## config.mk

```make
export PLATFORM = sky130hd
export DESIGN_NAME = rse_divider
export DESIGN_NICKNAME = d
export VERILOG_FILES = /design/src/rtl/rse_pkg.sv /design/src/rtl/rse_divider.sv
export SDC_FILE = /design/constraint.sdc
export NUM_CORES = 1
export LEC_CHECK = 0
export ABC_AREA = 0
export BUFFER_PORTS_ARGS = -buffer_cell sky130_fd_sc_hd__buf_2
export CORE_ASPECT_RATIO = 2
export CORE_MARGIN = 10
export CORE_UTILIZATION = 25
export DETAILED_ROUTE_END_ITERATION = 16
export GPL_TIMING_DRIVEN = 0
export REMOVE_ABC_BUFFERS = 1
export SLEW_MARGIN = 20
export SYNTH_ARGS = -nofsm -noshare
export SYNTH_HDL_FRONTEND = slang
export SYNTH_SLANG_ARGS = --single-unit
```

## constraint.sdc

```tcl
create_clock -name i_clk -period 4.2 [get_ports i_clk]
set_input_delay 0.42 -clock i_clk [delete_from_list [all_inputs] [get_ports i_clk]]
set_output_delay 0.42 -clock i_clk [all_outputs]
set_load 0.02 [all_outputs]
```

## src/rtl/rse_pkg.sv

```systemverilog
// rse_pkg: shared constants, types and helper function of the shuffle engine
// no dependencies; imported by every module of the block
`timescale 1ns / 1ps
`default_nettype none
package rse_pkg;

    localparam int MAX_WORDS  = 64;
    localparam int WORD_IDX_W = $clog2(MAX_WORDS);
    localparam int CNT_W      = $clog2(MAX_WORDS + 1);

    localparam int MT_N     = 624;
    localparam int MT_M     = 397;
    localparam int MT_IDX_W = $clog2(MT_N + 1);

    localparam logic [31:0] MT_SEED_MULT = 32'd1812433253;
    localparam logic [31:0] MT_MATRIX_A  = 32'h9908_b0df;
    localparam logic [31:0] MT_TEMPER_B  = 32'h9d2c_5680;
    localparam logic [31:0] MT_TEMPER_C  = 32'hefc6_0000;

    typedef enum logic [3:0] {
        S_LOAD,
        S_SEED,
        S_DRAW_REQ,
        S_DRAW,
        S_DIV,
        S_RD_J,
        S_RD_K,
        S_WR_J,
        S_WR_K,
        S_EMIT_RD,
        S_EMIT
    } t_rse_state;

    typedef enum logic [3:0] {
        MT_IDLE,
        MT_SEED_MUL,
        MT_SEED_WR,
        MT_TW_RD0,
        MT_TW_RD1,
        MT_TW_RD2,
        MT_TW_WR,
        MT_DRAW_RD,
        MT_DRAW_OUT
    } t_mt_state;

    typedef struct packed {
        logic reseed;
        logic draw;
    } t_mt_ctl;

    typedef struct packed {
        logic done;
    } t_mt_sts;

    function automatic logic [31:0] mt_temper(input logic [31:0] x);
        logic [31:0] y;
        y = x ^ (x >> 11);
        y = y ^ ((y << 7) & MT_TEMPER_B);
        y = y ^ ((y << 15) & MT_TEMPER_C);
        y = y ^ (y >> 18);
        return y;
    endfunction

endpackage
`default_nettype wire

```

## src/rtl/rse_divider.sv

```systemverilog
// rse_divider: bit-serial restoring remainder of a 32-bit draw by a small modulus
// depends on rse_pkg
`timescale 1ns / 1ps
`default_nettype none
module rse_divider
    import rse_pkg::*;
(
    input  wire logic             i_clk,
    input  wire logic             i_rst_n,
    input  wire logic             i_start,
    input  wire logic [31:0]      i_dividend,
    input  wire logic [CNT_W-1:0] i_divisor,
    output logic                  o_done,
    output logic [CNT_W-1:0]      o_rem
);

    logic             r_busy, n_busy;
    logic [4:0]       r_cnt, n_cnt;
    logic [31:0]      r_quo, n_quo;
    logic [CNT_W-1:0] r_rem, n_rem;
    logic [CNT_W-1:0] r_div, n_div;
    logic             r_done, n_done;
    logic [CNT_W:0]   trial;

    always_ff @(posedge i_clk) begin
        if (!i_rst_n) begin
            r_busy <= 1'b0;
            r_done <= 1'b0;
        end else begin
            r_busy <= n_busy;
            r_done <= n_done;
        end
        r_cnt <= n_cnt;
        r_quo <= n_quo;
        r_rem <= n_rem;
        r_div <= n_div;
    end

    always_comb begin
        n_busy = r_busy;
        n_cnt  = r_cnt;
        n_quo  = r_quo;
        n_rem  = r_rem;
        n_div  = r_div;
        n_done = 1'b0;
        trial  = {r_rem, r_quo[31]};
        if (i_start) begin
            n_busy = 1'b1;
            n_cnt  = '0;
            n_quo  = i_dividend;
            n_rem  = '0;
            n_div  = i_divisor;
        end else if (r_busy) begin
            // one quotient bit a cycle
            if (trial >= {1'b0, r_div}) begin
                n_rem = CNT_W'(trial - {1'b0, r_div});
            end else begin
                n_rem = CNT_W'(trial);
            end
            n_quo = {r_quo[30:0], 1'b0};
            n_cnt = r_cnt + 5'd1;
            if (r_cnt == 5'd31) begin
                n_busy = 1'b0;
                n_done = 1'b1;
            end
        end
    end

    assign o_done = r_done;
    assign o_rem  = r_rem;

endmodule
`default_nettype wire

```

==> results of run 1 <==
==> cells in the mapped netlist, types with 2 or more instances <==
library cell / number / area share (%)
nor2_1: 12 / 1.7
nand2_1: 7 / 1.0
nand3_1: 4 / 0.77
clkbuf_1: 2 / 0.29
o21a_1: 2 / 0.58
o311ai_1: 2 / 0.67
a31oi_1: 5 / 1.2
edfxtp_1: 39 / 45
nor3b_1: 6 / 1.7
nand4_1: 3 / 0.72
o31ai_1: 2 / 0.58
inv_1: 10 / 1.4
or2_2: 2 / 0.48
and3_1: 3 / 0.72
xor2_1: 2 / 0.67
o21ai_0: 4 / 0.77
dfxtp_1: 14 / 11
buf_6: 2 / 0.87
nor2b_1: 4 / 0.96
or3b_2: 3 / 1.0
mux2_2: 31 / 13
a311oi_1: 2 / 0.67
ha_1: 9 / 4.3
buf_2: 4 / 0.77
xnor2_1: 4 / 1.3
mux2i_1: 2 / 0.77
==> power groups by stage <==
stage               Sequential, mW  Clock [mW]  Combinational [mW]
floorplan                    0.644           0               0.104
global placement             0.647           0               0.160
detailed placement           0.648           0               0.163
CTS                          0.636       0.426               0.163
global route                 0.642       0.441               0.181
finish                       0.635       0.408               0.160
==> path summary, 6_finish.rpt <==
check / startpoint / endpoint / slack [ps] / cells past startpoint
min reg2reg: r_cnt[4]$_SDFFE_PP0P_ / r_cnt[4]$_SDFFE_PP0P_ / 520 / 2
min: i_divisor[6] / r_div[6]$_DFFE_PP_ / 300 / 1
max reg2reg: r_quo[31]$_DFFE_PP_ / o_rem[2]$_SDFFE_PP0P_ / 1990 / 8
max: r_quo[31]$_DFFE_PP_ / o_rem[2]$_SDFFE_PP0P_ / 1990 / 8
==> area by class of cell <==
class | instances | share of cell area, %
Multi-Input combinational cell | 127 | 33.9
Clock buffer | 5 | 4.04
Clock inverter | 3 | 0.566
Sequential cell | 53 | 46.9
Inverter | 10 | 1.21
Timing Repair Buffer | 49 | 8.00
Tap cell | 135 | 5.45
==> layer usage <==
layer  part of all wire [%]  up-vias
li1                       -      837
met1                     39      808
met2                     53       44
met3                    5.3       12
met4                    3.4        0
met5                      0        -
==> critical path: stages (launching register included) <==
cell      delay, ps
edfxtp_1        450
inv_1            90
ha_1            160
inv_1            50
fa_1            400
nand3_1         150
a31oi_1         150
or4_1           540
o311ai_1        120
==> stage by stage <==
step                worst slack, ps  utilization, %  hold WS [ps]  power [mW]  area [um2]
global placement               1650            29.1           480       0.806        2950
global route                   1880            30.5           291        1.26        3100
floorplan                      2320               -           467       0.748        2540
CTS                            2020            30.5           294        1.23        3100
detailed placement             2010            29.1           501       0.811        2950
finish                         1990            30.5           302        1.20        3100
==> flip-flops by register name, summed over array words and instances, names as in the netlist <==
| signal | flops |
|---|---|
| r_div | 7 |
| r_quo | 32 |
| o_rem | 7 |
| r_busy | 1 |
| o_done | 1 |
| r_cnt | 5 |
==> cell families after synthesis <==
family | synth area share (%)
flip-flops | 55.9
AND/OR/NAND/NOR | 11.4
multiplexers | 14.2
AO/OA/AOI/OAI | 7.61
buffers and inverters | 3.71
adder cells (fa/ha/maj) | 5.11
XOR/XNOR | 2.02
==> summary.md, run 1 <==
| Metric | Value |
|---|---|
| Most common cell after layout, fill and taps aside | `buf_2` |
| CTS root buf | `clkbuf_16` |
| Top_reg_cell synth | `edfxtp_1` |
| Distinct cells, synth | `46` |
| Placer Congestion | `0.875` |
| Die Span X | `around 92 um` |
| Top achievable clock speed | `around 0.45 GHz` |
| GRT Residual Overflow | `0` |
| Gr usage total | `about 7.6%` |
| Gate Count Post-Synth | `200` |
| EDFF count, synth | `39` |
| Die height | `between 150 and 200 um` |
| Hold Buf Count CTS | `0` |
| Filler cell count in the final layout | `between 1k and 1.5k` |
| Worst-Margin Slew | `~800 ps` |
| Commonest non-fill, non-tap cells in the layout | `buf_2, edfxtp_1, mux2_2` |
| GR Layer Usage met2 | `around 13%` |
| Outcome | `finished clean` |
| CP required | `around 4400 ps` |
| GRT busiest layer | `met2` |
| Core Region | `10100 um2` |
| Pleak | `1.21 nW` |
| Clock-pin slew on the worst setup and hold paths | `around 70 ps` |
| Combinational share of power | `about an eighth` |
| Clock Skew | `3.79 ps` |
| Crit-path max FO | `4` |
| PortBufs | `49` |
| I/O pins | `50` |
| Final worst-path cycle share | `~53%` |
| Synth warn | `0` |
| CTS tree | `built` |
| Maxcap violations | `0` |
| Critical Path AT | `approximately 2400 ps` |
| Drt pass-1 iters | `4` |
| Layout cells sized above 1 | `between 30 and 40%` |
| Psw | `289 uW` |
| Vias in the first global route | `around 1.9k` |
| Placed Instances | `about 370` |
| DR vias | `1701` |
| Die ar. | `between 15000 and 20000 um2` |
| Total Neg Setup Slack | `0 ps` |
| Initial antenna violation count | `0` |
| Post-cts sizing count | `0` |
| DRT iter0 DRCs | `48` |
| Critical path class | `reg2reg` |
| Clk pwr share | `~34%` |
| Post-synthesis sequential area ratio | `between 50% and 60%` |
| Max_slew headroom | `around 47%` |
| Routed wire length | `~5.5 mm` |
| First-pass GRT wire length | `~9 mm` |
| Post-layout min period | `around 2200 ps` |
| Setup bufs post-CTS | `0` |
| Clk buf depth | `2` |
| Ys async rst share | `0%` |
| Cell row count | `between 50 and 60` |
| Fin. Hold Viols | `0` |
| RSZ-0062 raised after global routing | `false` |
| Worst Setup Start Kind | `register` |
| Internal Power | `a little over 900 uW` |
| Met3 Usage GRT | `approximately 2.3%` |
| Pwr Density | `between 300 and 400 nW/um2` |
| M1 GR Usage | `under 10%` |
| Htree depth | `2` |
| Worst VDD drop | `209 uV` |
| Antenna-violating nets left | `0` |
| Critical path endpoint category | `register` |
| Wirelength per Cell | `roughly 14 um` |
| P&R area growth vs syn | `19.3%` |
| Clock sinks | `53` |
| Register bit total from synthesis | `53` |
| Finished Layout Cells | `382` |
| Sequential power share | `between 50 and 60%` |
| Hold Path Class | `in2reg` |
| Syn Area/Cell | `~13 um2` |
| Sw frac | `roughly 24%` |
| DR vias/cell | `about 4.5` |
| Final #Nets | `just under 300` |
| Post-detail-place hpwl | `slightly above 4 mm` |
| Cell Area, Synth | `2600 um2` |
| Register Area | `about 1500 um2` |
| # diodes | `0` |
| Number of remaining DRC errors | `0` |
| Clock Latency Late Sink | `between 200 and 300 ps` |
| Slew Viols, Final | `0` |
| Multi-input gate area | `~1000 um2` |
| # setup viols final | `0` |
| CTS Buf Count | `5` |
| Largest net degree at the start of global routing | `61` |
| Initial Utilization | `approximately a quarter` |
Note: power is estimated with default switching activity, not from simulation.
==> run 2, diff against run 1 <==
==> constraint.sdc (replaced) <==
create_clock -name i_clk -period 2.15 [get_ports i_clk]
set_input_delay 0.215 -clock i_clk [delete_from_list [all_inputs] [get_ports i_clk]]
set_output_delay 0.215 -clock i_clk [all_outputs]
set_load 0.02 [all_outputs]
==> run 2 against run 1 <==
Against the previous run:
- flip-flop and latch count stayed put
- design area is 0.81% higher
- wire length is 0.22% higher
- power is 96% higher
- sequential share of layout area is 0.38 points lower
- hold slack worse by 210 ps
- via count is 0.94% higher
- largest cell class unchanged
- highest routed layer unchanged
==> summary.md, run 2 (synthesis results as in run 1) <==
| Metric | Value |
|---|---|
| Outcome | `finished clean` |
| Critical path endpoint category | `register` |
| Clock sinks | `53 (unchanged)` |
| Total Neg Setup Slack | `0 ps (unchanged)` |
| GRT Residual Overflow | `0 (unchanged)` |
| Filler cell count in the final layout | `1080 (-0.64%)` |
| Final Cell Area | `3120 um2 (+0.81%)` |
| # diodes | `0 (unchanged)` |
| Placer Congestion | `0.875 (unchanged)` |
| Drt pass-1 iters | `4 (unchanged)` |
| Antenna-violating nets left | `0 (unchanged)` |
| Most common cell after layout, fill and taps aside | `buf_2` |
| Die ar. | `15100 um2 (unchanged)` |
| Worst VDD drop | `409 uV (+96%)` |
| CP required | `2340 ps (-2050 ps)` |
| Hold Worst Slack | `96.9 ps (-205 ps)` |
| Post-detail-place hpwl | `4.07 mm (unchanged)` |
| DR vias | `1717 (+0.94%)` |
| Wirelength per Cell | `14.3 um (about the same)` |
| Pwr Density | `756 nW/um2 (+95%)` |
| Clock Skew | `3.86 ps (+0.0682 ps)` |
| Vias in the first global route | `1901 (+0.53%)` |
| Critical path class | `reg2reg` |
| Final core utilization | `30.8% (+0.25 points)` |
| Commonest non-fill, non-tap cells in the layout | `buf_2, edfxtp_1, mux2_2` |
| DRT iter0 DRCs | `42 (-13%)` |
| Worst Setup Start Kind | `register` |
| First-pass GRT wire length | `9.25 mm (+0.29%)` |
| Reg with most FFs | `r_quo` |
| Final worst-path cycle share | `94.6% (+42 points)` |
| Gr usage total | `7.58% (+0.019 points)` |
| # setup viols final | `0 (unchanged)` |
| Post-layout min period | `2030 ps (-178 ps)` |
| CTS tree | `built` |
| DP Area | `2950 um2 (unchanged)` |
| Die height | `164 um (unchanged)` |
| Maxcap violations | `0 (unchanged)` |
| Reg2reg path depth | `8 (unchanged)` |
| Max reg flops | `32 (unchanged)` |
| Core Region | `10100 um2 (unchanged)` |
| Max_slew headroom | `47.9% (+1.1 points)` |
| Final #Nets | `299 (+0.34%)` |
| CTS Buf Count | `5 (unchanged)` |
| Number of remaining DRC errors | `0 (unchanged)` |
| Clk buf depth | `2 (unchanged)` |
| DR vias/cell | `4.48 (+0.68%)` |
| Layout cells sized above 1 | `41.5% (+1.9 points)` |
| Initial Utilization | `25.6% (unchanged)` |
| Hold Path Class | `in2reg` |
| I/O pins | `50 (unchanged)` |
| RSZ-0062 raised after global routing | `false` |
| Slew Viols, Final | `0 (unchanged)` |
| Clock Latency Late Sink | `290 ps (about the same)` |
| Fin. Hold Viols | `0 (unchanged)` |
| PortBufs | `49 (unchanged)` |
| Largest net degree at the start of global routing | `61 (unchanged)` |
| Routed wire length | `5.47 mm (+0.22%)` |
| Die Span X | `92.1 um (unchanged)` |
| Initial antenna violation count | `0 (unchanged)` |
| Worst-Margin Slew | `781 ps (-16.0 ps)` |
| Htree depth | `2 (unchanged)` |
| Clock-pin slew on the worst setup and hold paths | `70 ps (about the same)` |
| P&R area growth vs syn | `20.2%` |
| Pleak | `1.22 nW (+0.59%)` |
| Crit-path max FO | `4 (unchanged)` |
| Cell row count | `52 (unchanged)` |
| Critical Path AT | `2230 ps (-170 ps)` |
| Top achievable clock speed | `0.492 GHz (+8.7%)` |
| CTS root buf | `clkbuf_16` |
| Hold Buf Count CTS | `0 (unchanged)` |
| Hold path depth | `1 (unchanged)` |
## run 2: changes by cell type in the layout (fill, tap and decap cells not counted), sizes merged
cell  before  now
buf       49   50
## run 2: layer usage
layer / GRT usage (%) / vias up / part of all wire (%)
met4: 4.23 / 0 / 3.1
met5: 0 / - / 0
met2: 13.5 / 57 / 53
met3: 2.33 / 12 / 5.6
met1: 7.63 / 810 / 38
li1: - / 838 / -
## run 2: power breakdown
part / internal, mW / total (mW) / switching (mW)
Combinational: 0.162 / 0.321 / 0.159
Clock: 0.428 / 0.798 / 0.370
Sequential: 1.20 / 1.24 / 0.0393
## run 2: final timing paths
check	slack [ps]	to	startpoint
min reg2reg	520	r_cnt[4]$_SDFFE_PP0P_	r_cnt[4]$_SDFFE_PP0P_
max reg2reg	120	o_rem[2]$_SDFFE_PP0P_	r_quo[31]$_DFFE_PP_
max	120	o_rem[2]$_SDFFE_PP0P_	r_quo[31]$_DFFE_PP_
min	100	r_div[6]$_DFFE_PP_	i_divisor[6]
## run 2: cell type report
class	instances	area [um2]	share of cell area, %
Sequential cell	53	1450	46.5
Multi-Input combinational cell	127	1070	34.1
Timing Repair Buffer	50	255	8.18
Tap cell	135	169	5.41
Clock buffer	5	125	4.01
Inverter	10	37.5	1.20
Clock inverter	3	17.5	0.561
## run 2: through the flow
step | total power, mW | setup WS (ps) | instances
after detailed placement | 1.58 | -1.39 | 374
after global placement | 1.58 | -199 | 374
final | 2.36 | 116 | 383
after floorplan | 1.46 | 268 | 190
after global routing | 2.48 | 3.24 | 383
after CTS | 2.40 | 29.5 | 383
## run 2: repair_timing
action / CTS / global route
setup buffers: 1 / 0
setup endpoints to repair: 1 / 1
resized for setup: 1 / 3
cloned: 0 / 0
pin swaps: 0 / 0
## run 2: critical path, stage by stage (launching register included)
cell      delay, ps
edfxtp_1        440
inv_1            80
ha_1            160
inv_1            60
fa_2            360
nand3_2         110
a31oi_2         120
or4_4           510
o311ai_1        100
